`src/rtl/core/scp_pkg.sv`:
```
`timescale 1ns / 1ps
`default_nettype none

package scp_pkg;

   // Field and datapath widths.
   localparam int POS_W       = 24;
   localparam int VEC_W       = 16;
   localparam int DIFF_W      = 25;
   localparam int PROD_W      = 41;
   localparam int PLANE_W     = 32;
   localparam int NUM_W       = 42;
   localparam int SUMC_W      = 43;
   localparam int DEN_W       = 33;
   localparam int DEPTH_SHIFT = 14;
   localparam int DEP_NUM_W   = NUM_W + DEPTH_SHIFT;
   localparam int DEPTH_W     = 26;
   localparam int DQ_BITS     = 26;
   localparam int HQ_BITS     = 16;
   localparam int HEIGHT_FRAC = 16;
   localparam int CENTER_W    = 16;
   localparam int CMAG_W      = 15;
   localparam int HEIGHT_W    = 13;
   localparam int SHADE_W     = 8;
   localparam int XS_W        = 11;
   localparam int XE_W        = 11;
   localparam int YS_W        = 9;
   localparam int YE_W        = 10;
   localparam int CSR_IDX_W   = 3;
   localparam int FRONT_STAGES = 5;

   // Register indexes of the configuration port.
   localparam logic [CSR_IDX_W-1:0] CSR_PLAYER_X       = 3'd0;
   localparam logic [CSR_IDX_W-1:0] CSR_PLAYER_Y       = 3'd1;
   localparam logic [CSR_IDX_W-1:0] CSR_VIEW_DIR_X     = 3'd2;
   localparam logic [CSR_IDX_W-1:0] CSR_VIEW_DIR_Y     = 3'd3;
   localparam logic [CSR_IDX_W-1:0] CSR_CAMERA_PLANE_X = 3'd4;
   localparam logic [CSR_IDX_W-1:0] CSR_CAMERA_PLANE_Y = 3'd5;

   localparam logic signed [VEC_W-1:0] VIEW_DIR_X_RST     = -16'sd16384;
   localparam logic signed [VEC_W-1:0] CAMERA_PLANE_Y_RST = 16'sd10813;

   localparam logic signed [DEPTH_W-1:0] DEPTH_MAX = 26'sh1FFFFFF;
   localparam logic signed [DEPTH_W-1:0] DEPTH_MIN = 26'sh2000000;
   localparam logic signed [DEPTH_W-1:0] DEPTH_VIS = 26'sd6553;
   localparam logic [HEIGHT_W-1:0]       HEIGHT_MAX = 13'd8191;
   localparam logic [CMAG_W-1:0]         CENTER_LIM = 15'h4000;

   typedef struct packed {
      logic den_zero;
      logic depth_neg;
      logic center_neg;
   } front_flags_type;

   typedef struct packed {
      logic signed [DEPTH_W-1:0]  depth;
      logic signed [CENTER_W-1:0] center;
      logic                       visible;
      logic                       den_zero;
   } back_side_type;

endpackage

`default_nettype wire

```
`src/rtl/core/scp_div.sv`:
```
`timescale 1ns / 1ps
`default_nettype none

module scp_div #(
   parameter int NW = 56,
   parameter int DW = 33,
   parameter int QB = 26,
   parameter int SW = 1
) (
   input  logic          clock,
   input  logic [QB:0]   en,
   input  logic [NW-1:0] num,
   input  logic [DW-1:0] den,
   input  logic [SW-1:0] side,
   output logic [QB-1:0] quo,
   output logic          ovf,
   output logic [SW-1:0] side_out
);

   localparam int RW = ((NW > DW + QB) ? NW : DW + QB) + 1;

   logic [RW-1:0] rem_ff [QB+1];
   logic [DW-1:0] dv_ff  [QB+1];
   logic [QB-1:0] q_ff   [QB+1];
   logic          ovf_ff [QB+1];
   logic [SW-1:0] sd_ff  [QB+1];
   logic [RW-1:0] lim_w;
   logic [RW-1:0] sub_w  [1:QB];
   logic [RW:0]   diff_w [1:QB];

   assign lim_w = RW'(den) << QB;

   // One quotient bit per stage, most significant first.
   always_comb begin
      for (int i = 1; i <= QB; i++) begin
         sub_w[i]  = RW'(dv_ff[i-1]) << (QB - i);
         diff_w[i] = {1'b0, rem_ff[i-1]} - {1'b0, sub_w[i]};
      end
   end

   always_ff @(posedge clock) begin
      if (en[0]) begin
         rem_ff[0] <= RW'(num);
         dv_ff[0]  <= den;
         q_ff[0]   <= '0;
         ovf_ff[0] <= (RW'(num) >= lim_w);
         sd_ff[0]  <= side;
      end
      for (int i = 1; i <= QB; i++) begin
         if (en[i]) begin
            rem_ff[i] <= diff_w[i][RW] ? rem_ff[i-1] : diff_w[i][RW-1:0];
            dv_ff[i]  <= dv_ff[i-1];
            q_ff[i]   <= {q_ff[i-1][QB-2:0], ~diff_w[i][RW]};
            ovf_ff[i] <= ovf_ff[i-1];
            sd_ff[i]  <= sd_ff[i-1];
         end
      end
   end

   assign quo      = q_ff[QB];
   assign ovf      = ovf_ff[QB];
   assign side_out = sd_ff[QB];

endmodule

`default_nettype wire

```
`src/rtl/core/scp_back.sv`:
```
`timescale 1ns / 1ps
`default_nettype none

module scp_back #(
   parameter int SCREEN_WIDTH  = 1024,
   parameter int SCREEN_HEIGHT = 768,
   parameter int SHADE_STEPS   = 256
) (
   input  logic                                 clock,
   input  logic [scp_pkg::HQ_BITS+2:0]          en,
   input  logic [scp_pkg::DQ_BITS-1:0]          dep_quo,
   input  logic                                 dep_ovf,
   input  logic [scp_pkg::DQ_BITS-1:0]          cen_quo,
   input  logic                                 cen_ovf,
   input  scp_pkg::front_flags_type             flags,
   output logic                                 visible,
   output logic signed [scp_pkg::DEPTH_W-1:0]   depth,
   output logic [scp_pkg::SHADE_W-1:0]          shade_index,
   output logic [scp_pkg::HEIGHT_W-1:0]         sprite_height,
   output logic [scp_pkg::XS_W-1:0]             x_start,
   output logic signed [scp_pkg::XE_W-1:0]      x_end,
   output logic [scp_pkg::YS_W-1:0]             y_start,
   output logic [scp_pkg::YE_W-1:0]             y_end
);
   import scp_pkg::*;

   localparam int HN_W      = $clog2(SCREEN_HEIGHT + 1) + HEIGHT_FRAC;
   localparam int HALF_H    = SCREEN_HEIGHT / 2;
   localparam int SHADE_TOP = (SHADE_STEPS - 1 < 255) ? SHADE_STEPS - 1 : 255;
   localparam int XS_TOP    = (SCREEN_WIDTH < 2047) ? SCREEN_WIDTH : 2047;
   localparam int XE_TOP    = (SCREEN_WIDTH - 1 < 1023) ? SCREEN_WIDTH - 1 : 1023;
   localparam int YS_TOP    = 511;
   localparam int YE_TOP    = (SCREEN_HEIGHT - 1 < 1023) ? SCREEN_HEIGHT - 1 : 1023;
   localparam int SIDE_W    = $bits(back_side_type);

   logic signed [DEPTH_W-1:0]  dep_w;
   logic [CMAG_W-1:0]          cmag_w;
   logic signed [CENTER_W-1:0] cen_w;
   back_side_type              mid_ff;
   back_side_type              mid_w;
   back_side_type              hsd;
   logic [HQ_BITS-1:0]         hq;
   logic                       hovf;
   logic [HN_W-1:0]            hnum;

   // Sign and saturate the depth quotient, limit and sign the column center, set the visible flag.
   always_comb begin
      if (!flags.depth_neg) begin
         dep_w = (dep_ovf || dep_quo[DQ_BITS-1]) ? DEPTH_MAX : $signed(dep_quo);
      end else if (dep_ovf || (dep_quo[DQ_BITS-1] && (|dep_quo[DQ_BITS-2:0]))) begin
         dep_w = DEPTH_MIN;
      end else begin
         dep_w = -$signed(dep_quo);
      end
      cmag_w = (cen_ovf || (cen_quo >= DQ_BITS'(CENTER_LIM))) ? CENTER_LIM
               : cen_quo[CMAG_W-1:0];
      cen_w  = flags.center_neg ? -$signed({1'b0, cmag_w}) : $signed({1'b0, cmag_w});
      mid_w.depth    = dep_w;
      mid_w.center   = cen_w;
      mid_w.den_zero = flags.den_zero;
      mid_w.visible  = !flags.den_zero && (dep_w > DEPTH_VIS);
   end

   always_ff @(posedge clock) begin
      if (en[0]) begin
         mid_ff <= mid_w;
      end
   end

   // Height is screen height over depth; the numerator is a constant.
   assign hnum = HN_W'(SCREEN_HEIGHT) << HEIGHT_FRAC;

   scp_div #(
      .NW (HN_W),
      .DW (DEPTH_W - 1),
      .QB (HQ_BITS),
      .SW (SIDE_W)
   ) u_hdiv (
      .clock    (clock),
      .en       (en[HQ_BITS+1:1]),
      .num      (hnum),
      .den      ($unsigned(mid_ff.depth[DEPTH_W-2:0])),
      .side     (mid_ff),
      .quo      (hq),
      .ovf      (hovf),
      .side_out (hsd)
   );

   logic [HEIGHT_W-1:0]     h_w;
   logic [HEIGHT_W-2:0]     hh_w;
   logic [28:0]             prod_w;
   logic [12:0]             sh_w;
   logic signed [16:0]      cen17_w, hh17_w, xs_w, xe_w;
   logic signed [14:0]      ys_w;
   logic [13:0]             ye_w;
   logic [SHADE_W-1:0]      shade_in;
   logic [XS_W-1:0]         xs_in;
   logic signed [XE_W-1:0]  xe_in;
   logic [YS_W-1:0]         ys_in;
   logic [YE_W-1:0]         ye_in;

   logic                       vis_ff;
   logic signed [DEPTH_W-1:0]  depth_ff;
   logic [SHADE_W-1:0]         shade_ff;
   logic [HEIGHT_W-1:0]        height_ff;
   logic [XS_W-1:0]            xs_ff;
   logic signed [XE_W-1:0]     xe_ff;
   logic [YS_W-1:0]            ys_ff;
   logic [YE_W-1:0]            ye_ff;

   always_comb begin
      h_w     = (hovf || (hq > HQ_BITS'(HEIGHT_MAX))) ? HEIGHT_MAX : hq[HEIGHT_W-1:0];
      hh_w    = h_w[HEIGHT_W-1:1];
      prod_w  = 29'(hsd.depth[DEPTH_W-2:0]) * 29'd10;
      sh_w    = prod_w[28:16];
      shade_in = (sh_w > 13'(SHADE_TOP)) ? SHADE_W'(SHADE_TOP) : sh_w[SHADE_W-1:0];

      cen17_w = 17'(hsd.center);
      hh17_w  = $signed({5'b0, hh_w});
      xs_w    = cen17_w - hh17_w;
      xe_w    = cen17_w + hh17_w;
      if (xs_w < 0) begin
         xs_in = '0;
      end else if (xs_w > 17'(XS_TOP)) begin
         xs_in = XS_W'(XS_TOP);
      end else begin
         xs_in = xs_w[XS_W-1:0];
      end
      if (xe_w < -17'sd1) begin
         xe_in = -11'sd1;
      end else if (xe_w > 17'(XE_TOP)) begin
         xe_in = XE_W'(XE_TOP);
      end else begin
         xe_in = xe_w[XE_W-1:0];
      end

      ys_w = 15'(HALF_H) - $signed({3'b0, hh_w});
      if (ys_w < 0) begin
         ys_in = '0;
      end else if (ys_w > 15'(YS_TOP)) begin
         ys_in = YS_W'(YS_TOP);
      end else begin
         ys_in = ys_w[YS_W-1:0];
      end
      ye_w  = 14'(HALF_H) + 14'(hh_w);
      ye_in = (ye_w > 14'(YE_TOP)) ? YE_W'(YE_TOP) : ye_w[YE_W-1:0];
   end

   always_ff @(posedge clock) begin
      if (en[HQ_BITS+2]) begin
         vis_ff    <= hsd.visible;
         depth_ff  <= hsd.den_zero ? '0 : hsd.depth;
         shade_ff  <= hsd.visible ? shade_in : '0;
         height_ff <= hsd.visible ? h_w : '0;
         xs_ff     <= hsd.visible ? xs_in : '0;
         xe_ff     <= hsd.visible ? xe_in : '0;
         ys_ff     <= hsd.visible ? ys_in : '0;
         ye_ff     <= hsd.visible ? ye_in : '0;
      end
   end

   assign visible       = vis_ff;
   assign depth         = depth_ff;
   assign shade_index   = shade_ff;
   assign sprite_height = height_ff;
   assign x_start       = xs_ff;
   assign x_end         = xe_ff;
   assign y_start       = ys_ff;
   assign y_end         = ye_ff;

endmodule

`default_nettype wire

```
`config.mk`:
```
export PLATFORM = sky130hd
export DESIGN_NAME = scp_back
export DESIGN_NICKNAME = d
export VERILOG_FILES = /design/src/rtl/core/scp_pkg.sv /design/src/rtl/core/scp_div.sv /design/src/rtl/core/scp_back.sv
export SDC_FILE = /design/constraint.sdc
export NUM_CORES = 2
export LEC_CHECK = 0
export ABC_AREA = 1
export BUFFER_PORTS_ARGS = -buffer_cell sky130_fd_sc_hd__buf_2
export CAP_MARGIN = 20
export CORE_AREA = 4 4 359 361
export CTS_BUF_LIST = sky130_fd_sc_hd__clkbuf_16
export DETAILED_ROUTE_END_ITERATION = 12
export DIE_AREA = 0 0 363 365
export PLACE_DENSITY = 0.86
export SYNTH_ARGS = -nofsm -noshare
export SYNTH_HDL_FRONTEND = slang
export SYNTH_SLANG_ARGS = --single-unit
```
`constraint.sdc`:
```
create_clock -name clock -period 5.05 [get_ports clock]
set_input_delay 0.7575 -clock clock [delete_from_list [all_inputs] [get_ports clock]]
set_output_delay 0.7575 -clock clock [all_outputs]
set_load 0.02 [all_outputs]
```
After elaboration in Yosys (flattened, before gate mapping)
Memory sizes are Yosys's and may differ from the RTL's.
Index checks and enable logic that the tools add are counted.
{"block": "totals", "register_bits": 133, "latch_bits": 0, "mem_bits_rw": 2176, "romBits": 0, "inputBits": 77, "wordCells": 146, "memories": 5}
{"name": "u_hdiv.sd_ff", "words": 17, "width": 44, "rd": 17, "rd_clocked_by_memory_dff": 0, "wr": 17, "line": "scp_div.sv:26", "source": "logic [SW-1:0] sd_ff [QB+1];"}
{"name": "u_hdiv.rem_ff", "words": 17, "width": 42, "rd": 16, "rd_clocked_by_memory_dff": 0, "wr": 17, "line": "scp_div.sv:22", "source": "logic [RW-1:0] rem_ff [QB+1];"}
{"name": "u_hdiv.dv_ff", "words": 17, "width": 25, "rd": 16, "rd_clocked_by_memory_dff": 0, "wr": 17, "line": "scp_div.sv:23", "source": "logic [DW-1:0] dv_ff [QB+1];"}
{"name": "u_hdiv.q_ff", "words": 17, "width": 16, "rd": 17, "rd_clocked_by_memory_dff": 0, "wr": 17, "line": "scp_div.sv:24", "source": "logic [QB-1:0] q_ff [QB+1];"}
{"name": "u_hdiv.ovf_ff", "words": 17, "width": 1, "rd": 17, "rd_clocked_by_memory_dff": 0, "wr": 17, "line": "scp_div.sv:25", "source": "logic ovf_ff [QB+1];"}
{"block": "classes", "add_sub_neg": 22, "multipliers": 1, "div": 0, "n_lt_le_gt_ge": 12, "eq_ne": 0, "n_shift": 0, "n_mux": 62, "n_bitwise": 17, "n_reduce_logical": 12}
{"cell": "2-to-1 mux 42 bit", "n": 16}
{"cell": "2-to-1 mux 26 bit", "n": 3}
{"cell": "subtractor 42 x 25 -> 43 bit", "n": 1}
{"cell": "subtractor 42 x 26 -> 43 bit", "n": 1}
{"cell": "subtractor 42 x 27 -> 43 bit", "n": 1}
{"cell": "subtractor 42 x 28 -> 43 bit", "n": 1}
{"cell": "subtractor 42 x 29 -> 43 bit", "n": 1}
{"cell": "subtractor 42 x 30 -> 43 bit", "n": 1}
{"cell": "subtractor 42 x 31 -> 43 bit", "n": 1}
{"cell": "subtractor 42 x 32 -> 43 bit", "n": 1}
{"cell": "subtractor 42 x 33 -> 43 bit", "n": 1}
{"cell": "subtractor 42 x 34 -> 43 bit", "n": 1}
{"cell": "subtractor 42 x 35 -> 43 bit", "n": 1}
{"cell": "subtractor 42 x 36 -> 43 bit", "n": 1}
{"cell": "subtractor 42 x 37 -> 43 bit", "n": 1}
{"cell": "subtractor 42 x 38 -> 43 bit", "n": 1}
{"cell": "subtractor 42 x 39 -> 43 bit", "n": 1}
{"cell": "subtractor 42 x 40 -> 43 bit", "n": 1}
{"cell": ">= comparator 26 x 41 -> 1 bit, first input constant", "n": 1}
{"cell": "less-than comparator 17 x 1 -> 1 bit, second input constant", "n": 2}
{"cell": "2-to-1 mux 1 bit", "n": 34}
{"cell": "2-to-1 mux 11 bit", "n": 3}
{"cell": "2-to-1 mux 15 bit", "n": 2}
{"cell": "multiplier 25 x 3 -> 28 bit, second input constant", "n": 1}
{"cell": "25 further kinds", "n": 48}

Depth between registers and ports, before layout
An unclocked memory read counts as a cell.
{"block": "logic_depth", "ltp_word": 8, "ltp_mapped": 22, "ltp_nobuf": 20}

Modules after synthesis
A second synthesis with hierarchy kept.
{"block": "hier_totals", "cells_unflattened": 11163, "area_unflattened_um2": 106796.2}
{"mod": "scp_div", "instances": 1, "cells_per_inst": 9880, "area_per_inst_um2": 96779.1}
{"mod": "scp_back", "instances": 1, "cells_per_inst": 1283, "area_per_inst_um2": 10017.1}

Worst setup path before layout
OpenSTA, ideal clock, no wires.
{"block": "synth_timing", "path_kind": "register -> register", "startpoint": "memory u_hdiv.q_ff[0][269] in the netlist's numbering", "endpoint": "register xe_ff[1], in the netlist x_end[1] (data pin)", "setup_time_ps": 270, "arrival_time_ps": 2740, "required_time_ps": 4780, "slack_ps": 2040, "stages_incl_launch_ff": 20, "path_cell_list": "edfxtp_1 -> nor2_1 -> nand2_1 -> buf_2 -> nor2_1 -> inv_1 -> ha_1 -> fa_1 -> nand3_1 -> nand3_1 -> nand2_1 -> nand3_1 -> nand3_1 -> nand3_1 -> inv_1 -> nand2_1 -> nor2_1 -> nand4_1 -> nand2_1 -> a21oi_1"}
{"item": "from (decl)", "line": "scp_div.sv:24"}
{"item": "to (signal assigned)", "line": "scp_back.sv:156", "source": "xe_ff <= hsd.visible ? xe_in : '0;"}
{"item": "to (decl)", "line": "scp_back.sv:107", "source": "logic signed [XE_W-1:0] xe_ff;"}

==> impl_results.md <==
- Status: finished clean
- RSZ-0062 raised after global routing: no
- Final GP Congestion: 0.998
- Int Pwr: 28.6 mW
- Count leader, synth: nand2_1
- Die Ht: 365 um
- Arr. time, crit path: 4660 ps
- Die width: 363 um
- GR Util All Layers: 33.1%
- Worst vdd ir: 425 uV
- Hold path cells: 1
- Ports: 166
- Sw Share: 37.0%
- Delay-heaviest family, CP: simple AND/OR/NAND/NOR gates
- Max-cap check violation count: 0
- Worst-Margin Slew: 1050 ps
- Vias: 62.4k
- Pwr Density: 504 mW/mm2
- Min Tclk post-route: 4140 ps
- Top cells by area, synth: edfxtp_1 56%, nand2_1 7.1%, ha_1 6.7%
- Clk buf depth: 3
- WP buf/inv: 2
- CP dominant cell by count: nand3_1
- Setup TNS: 0 ps
- Reg-to-Reg Start: u_hdiv.ovf_ff[0][16]
- Worst-path clk slew: 60 ps
- Hold Violations, Final: 0
- Clock Skews: 25.3 ps
- CP Data Required Time: 5570 ps
- TritonCTS clock tree: yes
- Dpl ws: 1050 ps
- Placed cell area: 0.0850 mm2
- Post-route cell area: 0.0900 mm2
- Total core area: 0.125 mm2
- Worst setup margin: 907 ps
- CP endpoint kind: register
- Reg-to-Reg End: x_end[4]
- Synthesis-to-layout area growth: 9.42%
- GRT overflow: 0
- CP Launch Type: register
- Share of post-route cells with drive strength above 1: 6.57%
- CP peak stage delay: 430 ps
- Via density: 6.00
- Initial antenna violation count: 1
- Initial drt markers: 7,680
- Initial core utilization: 65.6%
- Largest net degree at the start of global routing: 69
- Fill count: 8,984
- Number of synthesized flops with an enable pin: 1,544
- R2R Setup Slk: 910 ps
- Count of input and output buffers: 165
- Post-synthesis async set-or-reset flop share: 0%
- Fmax: 241 MHz
- Num CTS Buffers: 155
- Top post-synthesis cells by count: 1,555 x nand2_1, 1,544 x edfxtp_1, 1,152 x inv_1
- # hold bufs at CTS: 0
- Sequential share of the synthesized area: 56.4%
- Hold Path Class: in2reg
- Combinational share of power: 33.7%
- Clk root buf: clkbuf_16
- Critical path class: reg2reg
- First-pass GRT wire length: 339 mm
- Hold wc startpoint: flags[2]
- Worst-Skew Late Latency: 810 ps
- Period Utilization, post-route: 82.0%
- Nets: 9,157
- Die area: 0.132 mm2
- Leak: 36.7 nW
- Flip-flop and latch area: 0.0464 mm2
- Slew margin rel.: 29.9%
- Sum of routed wire length over all layers: 222 mm
- Area of the multi-input gates: 0.0310 mm2
- ANT nets after route: 0
- Max Slew Vio Count: 0
- Primary FF master, synth: edfxtp_1
- Slowest CP cell: fa_1
- Switching power: 16.8 mW
- Distinct cell type count after synthesis: 64
- Post-route DRC violation count: 0
- Mapped Cells: 8,352
- Htree depth: 4
- Row cnt: 130
- Crit path cell chain: nor2_1 > nand2_1 > nor2_1 > inv_1 > ha_1 > fa_1 > nand3_1 > nand3_1 > nand2_1 > nand3_1 > nand3_1 > nand3_1 > inv_1 > nand2_1 > nor2_1 > nand4_1 > nand2_1 > a21oi_1
- Seq cells post-synth: 1,544
- Final-report setup violation count: 0
- Reg power frac: 41.3%
- Hold EP: mid_ff[0]
- HPWL after DPL: 166 mm
- PostCTS Resize Cnt: 0
- Critical-path maximum fanout: 13
- Yosys warning count: 0
- R2R depth: 18
- Mean Syn Cell Area: 9.85 um2
- Number of global-route vias before repair: 59.5k
- Netlist Area Pre-Place: 0.0823 mm2
- Clock tree sinks: 1,544
- 1st-pass router iterations: 9
- Largest area contributor in the netlist: edfxtp_1
- Post-CTS Setup Inserts: 0
- Average wire per cell in the routed design: 21.3 um
- Yosys top cell area share: 56.4%
- Clock Power Share: 25.0%
-- cell type report --
class                           count  share of cell area, %
Tap cell                         1650                   2.29
Timing Repair Buffer              209                   1.34
Inverter                         1159                   4.83
Clock buffer                      155                   4.31
Clock inverter                    127                   1.23
Sequential cell                  1544                   51.5
Multi-Input combinational cell   5557                   34.5
Antenna cell                        2                0.00556
-- per-layer routing --
layer | up-vias | part of all wire [%] | track usage (%) | routed length (um)
met5 | - | 0.0059 | 0 | 13
met3 | 638 | 8.6 | 5.25 | 19100
li1 | 29100 | - | - | -
met1 | 29400 | 41 | 46.1 | 91900
met4 | 2 | 4.5 | 13.2 | 10100
met2 | 3254 | 45 | 52.9 | 101000
-- layout by cell type, fill, tap and decap left out, types with 19 or more instances in the layout --
cell and instances:
ha_1 438, edfxtp_1 1544, nand3b_1 45, clkbuf_16 155
o21ai_2 27, xnor2_1 229, xor2_1 175, o21bai_1 31
nand3_1 331, nor2_1 902, a21boi_0 19, o21ai_1 37
nand2_1 1555, nor3_1 93, a21oi_1 629, clkinv_1 36
a31oi_1 60, buf_4 56, a21o_1 51, nor4_1 42
o21ai_0 569, nand4_1 77, buf_2 152, inv_1 1177
clkinv_2 26, or2_2 53, o211ai_1 26, o21a_1 28
-- worst max-delay path by stage --
stage	from	to	slack (ps)	depth (start not counted)
final	u_hdiv.ovf_ff[0][16]	x_end[4]	910	18
after global routing	u_hdiv.ovf_ff[0][16]	x_end[6]	530	18
after CTS	u_hdiv.ovf_ff[0][16]	x_end[4]	970	18
after global placement	u_hdiv.q_ff[0][271]	x_end[4]	1150	18
after floorplan	u_hdiv.q_ff[0][269]	x_end[1]	2040	19
after detailed placement	u_hdiv.ovf_ff[0][16]	x_end[4]	1050	18
-- flip-flops by register name (all words and copies together) (netlist names), 9 cells and up --
register and count:
u_hdiv.rem_ff 510, u_hdiv.dv_ff 384, u_hdiv.sd_ff 364, u_hdiv.q_ff 136, mid_ff 44, depth 26
u_hdiv.ovf_ff 17, sprite_height 13, x_end 11, x_start 11, y_end 10, y_start 9
-- per-stage QoR --
step | util, % | power [mW] | hold slack, ps | instances
floorplan | - | 28.8 | 400 | 8359
global placement | 67.8 | 33.3 | 400 | 10100
detailed placement | 67.8 | 33.7 | 405 | 10100
CTS | 71.7 | 45.1 | 147 | 10400
global route | 71.8 | 47.8 | 166 | 10400
finish | 71.8 | 45.4 | 193 | 10400
-- power by group through the flow --
stage                     combinational [mW]  clock [mW]  sequential [mW]
after floorplan                         10.8           0             18.0
after detailed placement                14.8           0             18.9
final                                   15.3        11.3             18.7
after global placement                  14.5           0             18.9
after global routing                    17.0        12.0             18.8
after CTS                               15.0        11.5             18.7
-- kinds of logic (layout without fill, tap and decap cells) --
logic type	Yosys count	count (layout)	synth area share, %
buffers and inverters	1258	1650	5.96
XOR/XNOR	404	404	4.30
other	1	10	0.00456
flip-flops	1544	1544	56.4
adder cells (fa/ha/maj)	454	454	7.05
AND/OR/NAND/NOR	3155	3155	16.0
AO/OA/AOI/OAI	1536	1536	10.3
(Power assumes the default switching activity.)
