<file path="src/rtl/core/scp_ctl.sv">
`timescale 1ns / 1ps
`default_nettype none

module scp_ctl #(
   parameter int STAGES = 51
) (
   input  logic              clock,
   input  logic              reset,
   input  logic              in_valid,
   output logic              in_ready,
   output logic              out_valid,
   input  logic              out_ready,
   output logic [STAGES-1:0] en
);

   logic [STAGES-1:0] v_ff;
   logic [STAGES-1:0] v_in;

   // A stage loads when it is empty or when the stage after it loads.
   always_comb begin
      en[STAGES-1] = ~v_ff[STAGES-1] | out_ready;
      for (int i = STAGES - 2; i >= 0; i--) begin
         en[i] = ~v_ff[i] | en[i+1];
      end
   end

   assign v_in      = {v_ff[STAGES-2:0], in_valid};
   assign in_ready  = en[0];
   assign out_valid = v_ff[STAGES-1];

   always_ff @(posedge clock) begin
      if (reset) begin
         v_ff <= '0;
      end else begin
         for (int i = 0; i < STAGES; i++) begin
            if (en[i]) begin
               v_ff[i] <= v_in[i];
            end
         end
      end
   end

endmodule

`default_nettype wire

</file>
<file path="config.mk">
export PLATFORM = sky130hd
export DESIGN_NAME = scp_ctl
export DESIGN_NICKNAME = d
export VERILOG_FILES = /design/src/rtl/core/scp_ctl.sv
export SDC_FILE = /design/constraint.sdc
export NUM_CORES = 1
export LEC_CHECK = 0
export ABC_CLOCK_PERIOD_IN_PS = 1800
export BUFFER_PORTS_ARGS = -buffer_cell sky130_fd_sc_hd__buf_2
export CORE_ASPECT_RATIO = 1.5
export CORE_MARGIN = 2
export CORE_UTILIZATION = 35
export DETAILED_ROUTE_END_ITERATION = 10
export PLACE_DENSITY = 0.61
export SLEW_MARGIN = 5
export SYNTH_ARGS = -nofsm -noshare
export SYNTH_HDL_FRONTEND = slang
export SYNTH_SLANG_ARGS = --single-unit
</file>
<file path="constraint.sdc">
create_clock -name clock -period 1.8 [get_ports clock]
set_input_delay 0.27 -clock clock [delete_from_list [all_inputs] [get_ports clock]]
set_output_delay 0.27 -clock clock [all_outputs]
set_load 0.1 [all_outputs]
</file>
; ---- Word-level counts from Yosys, hierarchy flattened
; Cells that the tools add are included.
[classes]
n_addsub = 0
multipliers = 0
n_div = 0
magnitude_cmp = 0
n_eq_ne = 0
shifts = 0
n_mux = 0
bitwise = 102
n_reduce_logical = 0
[op_table]
columns = cell, n
row1 = $not A1 Y1, 51
row2 = $or A1 B1 Y1, 51
[word_totals]
ff_bits = 51
latchBits = 0
ram_bits = 0
mem_bits_ro = 0
in_bits = 4
word_cells = 153
memories = 0

; ---- Longest topological paths before layout
; Gate-level depths: netlist of the first run.
[depth]
depth_word = 52
depth_mapped = 6

; ---- Worst setup path after synthesis of the first run
; Ideal clock, no wire load.
[synth_timing]
path_kind = register to output
from = reg v_ff[50]
to = out en[0]
arrival_time_ps = 3564
required_ps = 1530
setup_slack_ps = -2034
path_stages_with_launch = 6
cell_sequence = dfxtp_1 -> and2b_1 -> inv_2 -> nor4_1 -> nand4_1 -> buf_4
[synth_via]
elab_chain_len = 52
[synth_rtl]
columns = element, line
row1 = from (decl), 16  ; logic [STAGES-1:0] v_ff;
row2 = "from (signal, indexed assignment)", 37  ; v_ff[i] <= v_in[i];
row3 = $not A1 Y1, 21  ; en[STAGES-1] = ~v_ff[STAGES-1] | out_ready;
row4 = $or A1 B1 Y1, 21
row5 = named net en[50], 13  ; output logic [STAGES-1:0] en
row6 = $or A1 B1 Y1 (50 in a row), 23  ; en[i] = ~v_ff[i] | en[i+1];
row7 = to (decl), 13
; The timed path passes the listed nets, and every way through them passes these cells.

; ---- Final worst setup path of the first run
[layout_timing]
from = reg v_ff[39]
to = out en[9]
[layout_via]
elab_chain_len = 32
[layout_rtl]
columns = element, line
row1 = $not A1 Y1, 23
row2 = $or A1 B1 Y1 (31 in a row), 23
; Every way passes these cells.

==> qor.yml, run 1 <==
global_routing:
  grt_overflow: 0
  grt_pass1_wl_um: 11900
  grt_use_total_pct: 19.6
  grt_pass1_vias: 2693
  antenna_found_initial: 0
  grt_max_degree: 33
placement:
  pre_cts_ws_ns: -0.233
  placedInstanceArea_mm2: 0.00368
  place.gp.congestion: 0.811
  post-dp-hpwl_um: 4810
  port-buffer-count: 56
synth:
  synth_top_family_by_area: "simple AND/OR/NAND/NOR gates"
  synth_compound_area_share_pct: 12.1
  syn_avg_cell_area_um2: 8.21
  synth-simple-area-share_pct: 35.2
  synth_cells: 284
  syn_area_mm2: 0.00233
  ys_seq_area_share_pct: 43.8
  ys_types: 31
  yosysWarningCount: 0
  ys_seq_elements: 51
  synth.area.mux_share_pct: 0
  syn_nets: 288
  synth_adder_area_share_pct: 0
  yosys.area_share.xor_xnor_pct: 0
cells_and_area:
  largest_reg_flops: 51
  top_regs: "v_ff: 51 flops"
  design_area_mm2: 0.00460
  regMostFlops: "v_ff"
  nNetsFinal: 428
  drive_gt1_share_pct: 52.9
  final_core_utilization_pct: 70.9
  areaGrowthSynthToFinish_pct: 97.0
  fill_cells: 478
  diodes: 0
cts:
  clock-root-buffer: "clkbuf_8"
  clockBufferDepth: 2
  cts_tree: "built"
  worstSkewPairLatency_ns: 0.31
  clk_pin_slew_ns: 0.09
  cts_num_sinks: 51
  htreeDepth: 2
  hold_buffers: 0
  cts_buffers: 5
status:
  violations: "negative setup slack"
  status: "finished with violations"
floorplan:
  die-area_mm2: 0.00735
  io_pins: 57
  core_area_mm2: 0.00649
  die_height_um: 104
  die_w_um: 70.7
  initial_core_util_pct: 36.0
  rows: 36
timing:
  fin_crit_ns: 2.16
  setup_viol: 48
  setup_slack_ns: -0.356
  max_freq_mhz: 464
  slew_headroom_pct: 59.8
  post-route-period-util_pct: 120
  hold_violations: 0
  clock_skew_ns: 0.00861
  fin_setup_tns_ns: -12.36
  rsz0062_at_grt: "true"
  slew_viol_final: 0
  worstMarginPinSlew_ns: 0.602
drt:
  drc: 0
  antenna_left: 0
  first_iter_violations: 90
  drt-total-wl_um: 7170
  vias_per_cell: 5.19
  detail_route.first_pass.iterations: 4
  detail_route.wl_per_cell_um: 14.3
  vias: 2598
worst_setup_path:
  worstPathMaxFanout: 6
  end_kind: "output pin"
  critPathKind: "flop to output pin"
  worstSetupStartpointType: "flop"
  r2r-start: "v_ff[39]"
  crit_start: "v_ff[39]"
  cp.required_ns: 1.53
  crit_arrival_ns: 1.89
pwr:
  p_per_area_mw_per_mm2: 413
  p_leak_nw: 1.97
  peakVddDrop_uv: 447
min_path:
  worstHoldStart: "in_valid"
  holdCritPathClass: "primary input to flop"
run:
  drv_cap: 0
-- per-layer routing --
layer	vias to the layer above	share of wire [%]	GRT usage (%)
met2	64	56	36.4
li1	1280	-	-
met1	1241	38	21.6
met5	-	0	0
met3	13	4.5	3.97
met4	0	1.8	6.60
-- layout by cell type (no fill, tap or decap), types with 4 or more instances in the layout --
| cell type | instances |
|---|---|
| buf_4 | 73 |
| buf_8 | 5 |
| nand3_4 | 15 |
| dfxtp_2 | 12 |
| dfxtp_1 | 38 |
| nand4_1 | 20 |
| inv_1 | 22 |
| a21oi_1 | 28 |
| and3_1 | 5 |
| nand3_1 | 9 |
| a41oi_1 | 9 |
| a31oi_1 | 5 |
| nor4_4 | 5 |
| buf_12 | 39 |
| buf_6 | 29 |
| nor2_1 | 38 |
| nand2_1 | 6 |
| buf_2 | 4 |
| nand2_4 | 6 |
| clkbuf_8 | 7 |
| nand2_8 | 4 |
-- cell usage after synthesis --
| cell | number | area share (%) |
|---|---|---|
| o31ai_2 | 1 | 0.54 |
| nor3_2 | 1 | 0.43 |
| a41oi_1 | 9 | 3.4 |
| nand3_1 | 25 | 5.4 |
| clkbuf_1 | 6 | 0.97 |
| nand4_4 | 2 | 1.8 |
| nor2_1 | 40 | 6.4 |
| nand3b_1 | 1 | 0.32 |
| dfxtp_1 | 51 | 44 |
| buf_2 | 4 | 0.86 |
| buf_6 | 1 | 0.48 |
| nor4_4 | 3 | 2.7 |
| o31ai_1 | 1 | 0.32 |
| o22ai_1 | 2 | 0.54 |
| nand4b_1 | 2 | 0.75 |
| inv_1 | 28 | 4.5 |
| and2_1 | 6 | 1.6 |
| nor3_1 | 3 | 0.64 |
| a31oi_1 | 5 | 1.3 |
| nand4_1 | 20 | 5.4 |
| a21oi_1 | 28 | 6.0 |
| nand2_1 | 19 | 3.1 |
| nor4b_4 | 1 | 1.0 |
| nand4_2 | 2 | 1.1 |
| and2b_1 | 1 | 0.32 |
| buf_4 | 6 | 1.9 |
| and3_1 | 6 | 1.6 |
| inv_2 | 1 | 0.16 |
| nand2b_1 | 2 | 0.54 |
| nor4_1 | 5 | 1.3 |
| and4_1 | 2 | 0.75 |
-- final cells by class --
class / instances / area (um2) / share of cell area (%)
Sequential cell: 51 / 1040 / 22.6
Clock buffer: 8 / 100 / 2.18
Inverter: 29 / 128 / 2.78
Timing Repair Buffer: 150 / 1750 / 38.1
Multi-Input combinational cell: 187 / 1480 / 32.3
Tap cell: 76 / 95.1 / 2.07
-- per-stage QoR --
stage / instances / power (mW) / hold WS, ns
after floorplan: 284 / 1.18 / 0.399
final: 501 / 1.90 / 0.185
after global placement: 470 / 1.19 / 0.442
after global routing: 501 / 1.95 / 0.186
after detailed placement: 470 / 1.19 / 0.448
after CTS: 495 / 1.91 / 0.183
-- kinds of logic after synthesis --
logic type,after synthesis
AO/OA/AOI/OAI,46
AND/OR/NAND/NOR,141
buffers and inverters,46
flip-flops,51
-- power breakdown --
group | total [mW] | switching [mW] | internal (mW)
Clock | 0.730 | 0.378 | 0.352
Combinational | 0.0359 | 0.0238 | 0.0120
Sequential | 1.13 | 0.00217 | 1.13
-- path summary, 6_finish.rpt --
check	end	slack, ns	depth (start not counted)
setup / recovery	en[9]	-0.36	6
hold / removal	v_ff[0]	0.18	3
setup reg to reg	v_ff[21]	-0.01	8
hold reg to reg	v_ff[34]	0.46	2
-- timing repair --
item                                    4_1_cts  5_1_grt
gates cloned                                  2        0
buffers inserted                             16        9
endpoints found under the setup margin       50       53
gates resized for setup                     157       20
pin swaps                                    12       14
-- critical path: stages (launching register included) --
cell     delay [ns]
dfxtp_2        0.36
nand4_4        0.12
nor4_4         0.37
and2_4         0.26
buf_12         0.13
nand4_1        0.13
buf_8          0.21
Power figures use the tool's default switching activity.
==> inputs of run 2 (changes only) <==
--- a/config.mk
+++ b/config.mk
@@ -9,10 +9,11 @@
 export BUFFER_PORTS_ARGS = -buffer_cell sky130_fd_sc_hd__buf_2
 export CORE_ASPECT_RATIO = 1.5
 export CORE_MARGIN = 2
-export CORE_UTILIZATION = 35
+export CORE_UTILIZATION = 29
 export DETAILED_ROUTE_END_ITERATION = 10
-export PLACE_DENSITY = 0.61
+export PLACE_DENSITY = 0.54
 export SLEW_MARGIN = 5
 export SYNTH_ARGS = -nofsm -noshare
 export SYNTH_HDL_FRONTEND = slang
 export SYNTH_SLANG_ARGS = --single-unit
+export TNS_END_PERCENT = 1
==> run 2 against run 1 <==
  * The run still ends with negative setup slack left
  * Sequential share of layout area rose by 4.0 points
  * Largest cell class unchanged
  * Critical endpoint is now en[13]
  * Critical path depth stayed put
  * Final cell count increased by 2.6%
  * Combinational power decreased by 5%
  * Critical path type unchanged
  * Count of clock-buffer cells in the layout shrank 1
  * Fmax is 3.3% higher
  * Largest power group unchanged
==> qor.yml, run 2 (same netlist as run 1, synthesis figures left out) <==
timing:
  setup_viol: 45  # -6.3%
  fin_setup_tns_ns: -8.76  # +3.59 ns
  setup_slack_ns: -0.287  # +0.0690 ns
  slew_headroom_pct: 67.7  # +7.8 points
  hold_violations: 0  # unchanged
  post-route-period-util_pct: 116  # -3.8 points
  worstMarginPinSlew_ns: 0.485  # -0.117 ns
  clock_skew_ns: 0.00974  # +0.00113 ns
  slew_viol_final: 0  # unchanged
  rsz0062_at_grt: "true"
  fin_crit_ns: 2.09  # -0.0690 ns
  max_freq_mhz: 479  # +3.3%
global_routing:
  use_met1_pct: 16.8  # -4.8 points
  grt_overflow: 0  # unchanged
  grt_util_met3_pct: 3.40  # -0.57 points
  grt_util_met2_pct: 30.3  # -6.1 points
  antenna_found_initial: 0  # unchanged
  grt_use_total_pct: 15.7  # -3.8 points
  grt_pass1_vias: 2550  # -5.3%
  grt_pass1_wl_um: 11400  # -4.5%
  grt_busiest_layer: "met2"
  grt_max_degree: 27  # -18%
worst_setup_path:
  crit_arrival_ns: 1.82  # -0.07 ns
  end_kind: "output pin"
  worstSetupStartpointType: "flop"
  slowest_delay_ns: 0.36  # about the same
  rrSetupSlack_ns: 0.18  # +0.19 ns
  worstPathMaxFanout: 16  # +10
  cp_num_cells: 6  # unchanged
  r2r-start: "v_ff[46]"
  crit_start: "v_ff[46]"
  cp_top_family: "simple AND/OR/NAND/NOR gates"
  cpMaxStageDelayCell: "dfxtp_2"
  crit_buf_inv: 2  # unchanged
  crit_path_cell_trace: "nand4_4 -> nor4_4 -> and2_4 -> buf_12 -> nand3_1 -> buf_6"
  cp.required_ns: 1.53  # about the same
  endpoint: "en[13]"
  rr_worst_depth: 6  # -2
  critPathKind: "flop to output pin"
  r2r_end: "v_ff[12]"
cells_and_area:
  layout_commonest_cell: "buf_4"
  largest_reg_flops: 51  # unchanged
  drive_gt1_share_pct: 44.0  # -8.9 points
  layout_common_cells: "70 x buf_4, 46 x buf_6, 39 x nor2_1, 38 x dfxtp_1, 28 x a21oi_1"
  nNetsFinal: 412  # -3.7%
  areaGrowthSynthToFinish_pct: 67.7
  regMostFlops: "v_ff"
  fill_cells: 819  # +71%
  diodes: 0  # unchanged
  top_regs: "v_ff: 51 flops"
placement:
  post-dp-hpwl_um: 4880  # +1.4%
  port-buffer-count: 56  # unchanged
  place.gp.congestion: 0.812  # about the same
cts:
  clk_pin_slew_ns: 0.07  # -0.02 ns
  clockBufferDepth: 2  # unchanged
  cts_num_sinks: 51  # unchanged
  clock-root-buffer: "clkbuf_16"
  hold_buffers: 0  # unchanged
  worstSkewPairLatency_ns: 0.29  # -0.02 ns
  htreeDepth: 2  # unchanged
  cts_tree: "built"
  cts_buffers: 5  # unchanged
drt:
  antenna_left: 0  # unchanged
  detail_route.first_pass.iterations: 5  # +1
  drc: 0  # unchanged
  drt-total-wl_um: 6670  # -7.0%
  first_iter_violations: 131  # +46%
  vias_per_cell: 4.77  # -8.1%
  vias: 2450  # -5.7%
  detail_route.wl_per_cell_um: 13.0  # -9.3%
pwr:
  power.total_mw: 2.12  # +12%
  p_leak_nw: 1.61  # -18%
  peakVddDrop_uv: 427  # -4.6%
  p_per_area_mw_per_mm2: 542  # +31%
run:
  drv_cap: 0  # unchanged
status:
  violations: "negative setup slack"
  status: "finished with violations"
floorplan:
  die_w_um: 77.2  # +9.3%
  core_area_mm2: 0.00791  # +22%
  rows: 40  # +11%
  io_pins: 57  # unchanged
  die_height_um: 114  # +9.5%
  initial_core_util_pct: 29.5  # -6.5 points
  die-area_mm2: 0.00879  # +20%
min_path:
  worstHoldStart: "in_valid"
  holdCritPathClass: "primary input to flop"
[run 2: power by group]
part | switching (mW) | internal, mW | total (mW)
registers | 0.00205 | 1.13 | 1.13
clock network | 0.402 | 0.552 | 0.954
logic | 0.0235 | 0.0106 | 0.0342
total | 0.428 | 1.69 | 2.12
[run 2: tightest hold or removal path: cells and delay by family]
kind / cells / cell delay [ns]
AOI/OAI and AO/OA: 1 / 0.05
buffers and inverters: 2 / 0.13
[run 2: final cells by class]
class                   count  area, um2  share of cell area (%)
clock buffers               7        143                    3.65
clock inverters             1       5.00                   0.128
inverters                  29        116                    2.98
multi-input cells         187       1170                    29.8
flip-flops and latches     51       1040                    26.6
well taps                 105        131                    3.36
repair buffers            134       1310                    33.5
[run 2: how the worst min path moves through the flow]
stage,endpoint,slack [ns],depth (start not counted)
finish,v_ff[0],0.21,3
global route,v_ff[0],0.23,3
CTS,v_ff[0],0.21,3
detailed placement,v_ff[3],0.44,2
global placement,v_ff[31],0.44,2
floorplan,v_ff[0],0.40,2
[run 2: per-stage QoR]
| stage | std cells | hold WS (ns) | util, % | cell area, um2 | setup WS, ns |
|---|---|---|---|---|---|
| 2_1_floorplan | 284 | 0.399 | - | 2370 | -1.11 |
| 3_3_place_gp | 503 | 0.435 | 42.0 | 3320 | -0.151 |
| 3_5_place_dp | 503 | 0.441 | 42.0 | 3320 | -0.170 |
| 4_1_cts | 514 | 0.208 | 49.2 | 3890 | -0.289 |
| 5_1_grt | 514 | 0.227 | 49.4 | 3910 | -0.424 |
| 6_report | 514 | 0.209 | 49.4 | 3910 | -0.287 |
[run 2: what timing repair did]
item | CTS | global route
pin swaps | 6 | 1
endpoints found under the setup margin | 49 | 50
cloned | 1 | 0
gates resized for setup | 128 | 7
setup buffers | 2 | 0
endpoints found under the hold margin | 0 | 0
[run 2: layer usage]
metal	wire length, um	up-vias	share of wire (%)
li1	-	1247	-
met4	96	0	1.4
met5	0	-	0
met1	2670	1147	40
met3	221	8	3.3
met2	3680	48	55
==> inputs of run 3 (changes only) <==
--- a/config.mk
+++ b/config.mk
@@ -11,6 +11,8 @@
 export CORE_MARGIN = 2
 export CORE_UTILIZATION = 29
 export DETAILED_ROUTE_END_ITERATION = 10
+export GPL_TIMING_DRIVEN = 0
+export HOLD_SLACK_MARGIN = 0.03
 export PLACE_DENSITY = 0.54
 export SLEW_MARGIN = 5
 export SYNTH_ARGS = -nofsm -noshare
==> run 3 against run 2 <==
  * The flow still finishes with violations (negative setup slack)
  * Critical path depth is the same
  * Setup slack got worse by 0.071 ns
  * Fmax fell by 3.3%
==> qor.yml, run 3 (same netlist as run 1, synthesis figures left out) <==
min_path:
  holdCritPathClass: "primary input to flop"
worst_setup_path:
  critPathKind: "flop to output pin"
  cpMaxStageDelayCell: "dfxtp_4"
  crit_arrival_ns: 1.89  # +0.07 ns
  worstPathMaxFanout: 10  # -6
  end_kind: "output pin"
  slowest_delay_ns: 0.38  # +0.02 ns
  worstSetupStartpointType: "flop"
  critPathMostFrequentCell: "buf_4"
  crit_path_cell_trace: "nand4b_1 -> nor4_4 -> buf_4 -> buf_4 -> nand4_1 -> buf_6"
  cp.required_ns: 1.53  # about the same
cells_and_area:
  nNetsFinal: 367  # -11%
  regMostFlops: "v_ff"
  layout_commonest_cell: "buf_6"
  drive_gt1_share_pct: 39.0  # -5.0 points
  largest_reg_flops: 51  # unchanged
  diodes: 0  # unchanged
  stdcell_count: 469  # -8.8%
  areaGrowthSynthToFinish_pct: 53.5
  layout_common_cells: "40 x buf_6, 38 x nor2_1, 28 x inv_1, 28 x a21oi_1, 26 x dfxtp_1"
  top_regs: "v_ff: 51 flops"
drt:
  detail_route.first_pass.iterations: 4  # -1
  vias: 2325  # -5.1%
  first_iter_violations: 115  # -12%
  drc: 0  # unchanged
  antenna_left: 0  # unchanged
  detail_route.wl_per_cell_um: 14.6  # +12%
  vias_per_cell: 4.96  # +4.0%
  drt-total-wl_um: 6830  # +2.5%
global_routing:
  grt_pass1_wl_um: 11000  # -3.5%
  grt_overflow: 0  # unchanged
  grt_use_total_pct: 15.5  # -0.19 points
  grt_pass1_vias: 2295  # -10%
  grt_max_degree: 16  # -41%
  antenna_found_initial: 0  # unchanged
timing:
  rsz0062_at_grt: "true"
  slew_headroom_pct: 60.5  # -7.2 points
  worstMarginPinSlew_ns: 0.592  # +0.107 ns
  fin_crit_ns: 2.16  # +0.0708 ns
  setup_viol: 48  # +6.7%
  fin_setup_tns_ns: -11.94  # -3.18 ns
  setup_slack_ns: -0.358  # -0.0708 ns
  max_freq_mhz: 463  # -3.3%
  hold_violations: 0  # unchanged
  post-route-period-util_pct: 120  # +3.9 points
  slew_viol_final: 0  # unchanged
  clock_skew_ns: 0.00352  # -0.00622 ns
floorplan:
  core_area_mm2: 0.00791  # unchanged
  rows: 40  # unchanged
  io_pins: 57  # unchanged
  initial_core_util_pct: 29.5  # unchanged
  die_w_um: 77.2  # unchanged
  die-area_mm2: 0.00879  # unchanged
  die_height_um: 114  # unchanged
cts:
  htreeDepth: 2  # unchanged
  clk_pin_slew_ns: 0.07  # about the same
  cts_tree: "built"
  clockBufferDepth: 2  # unchanged
  clock-root-buffer: "clkbuf_16"
  worstSkewPairLatency_ns: 0.29  # about the same
  cts_num_sinks: 51  # unchanged
  cts_buffers: 5  # unchanged
run:
  drv_cap: 0  # unchanged
status:
  status: "finished with violations"
  violations: "negative setup slack"
placement:
  placed_cells: 444  # -12%
  post-dp-hpwl_um: 4810  # -1.6%
  port-buffer-count: 55  # -1.8%
  place.gp.congestion: 0.811  # -0.12%
pwr:
  peakVddDrop_uv: 455  # +6.5%
  p_per_area_mw_per_mm2: 632  # +17%
  p_leak_nw: 1.40  # -14%
  power.total_mw: 2.26  # +6.7%
-- run 3: cell count changes in the layout (fill, tap and decap cells not counted), moves of 3 or more --
| cell | previous run | this run |
|---|---|---|
| buf_4 | 70 | 24 |
| dfxtp_1 | 38 | 26 |
| dfxtp_2 | 12 | 19 |
| buf_6 | 46 | 40 |
| nand3_1 | 22 | 16 |
| nand3_2 | 3 | 9 |
| buf_2 | 5 | 10 |
| clkbuf_1 | 1 | 6 |
| dfxtp_4 | 1 | 6 |
| buf_12 | 9 | 6 |
-- run 3: final timing paths --
| check | from | to | slack, ns | cells after the start |
|---|---|---|---|---|
| max | v_ff[29] | en[11] | -0.36 | 6 |
| min | in_valid | v_ff[0] | 0.20 | 3 |
| max reg2reg | v_ff[29] | v_ff[11] | 0.16 | 6 |
| min reg2reg | v_ff[11] | v_ff[12] | 0.45 | 2 |
-- run 3: worst max-delay path: cells and delay by family, from the launching register on --
family	cells	cell delay (ns)
simple gates	3	0.65
flops	1	0.38
buf+inv	3	0.56
-- run 3: timing repair --
action / in CTS / in global routing
gates resized for setup: 134 / 18
pin swaps: 11 / 6
buffers inserted: 13 / 3
setup endpoints to repair: 50 / 48
gates cloned: 0 / 1
hold buffers: 0 / 0
-- run 3: routing by layer --
metal / GRT usage [%] / wire (um) / up-vias
li1: - / - / 1167
met1: 18.0 / 2820 / 1104
met2: 29.0 / 3750 / 46
met3: 2.29 / 169 / 8
met4: 5.00 / 97 / 0
met5: 0 / 0 / -
-- run 3: through the flow --
stage / area, um2 / utilization [%] / hold WS (ns) / worst slack [ns]
after floorplan: 2370 / - / 0.399 / -1.11
after global placement: 2770 / 35.1 / 0.439 / -0.389
after detailed placement: 2770 / 35.1 / 0.440 / -0.421
after CTS: 3470 / 43.9 / 0.204 / -0.387
after global routing: 3580 / 45.3 / 0.217 / -0.448
final: 3580 / 45.3 / 0.204 / -0.358
-- run 3: power breakdown --
| group | leakage, nW | switching [mW] | internal [mW] |
|---|---|---|---|
| Sequential | 0.426 | 0.00215 | 1.12 |
| Clock | 0.0868 | 0.411 | 0.691 |
| Combinational | 0.884 | 0.0276 | 0.00843 |
| Total | 1.40 | 0.440 | 1.82 |
-- run 3: cell type report --
cell class                      instances  area (um2)
Buffer                                 17         124
Clock buffer                            6         139
Clock inverter                          2        35.0
Fill cell                             807        4330
Inverter                               29         116
Multi-Input combinational cell        187        1210
Sequential cell                        51        1070
Tap cell                              105         131
Timing Repair Buffer                   72         754
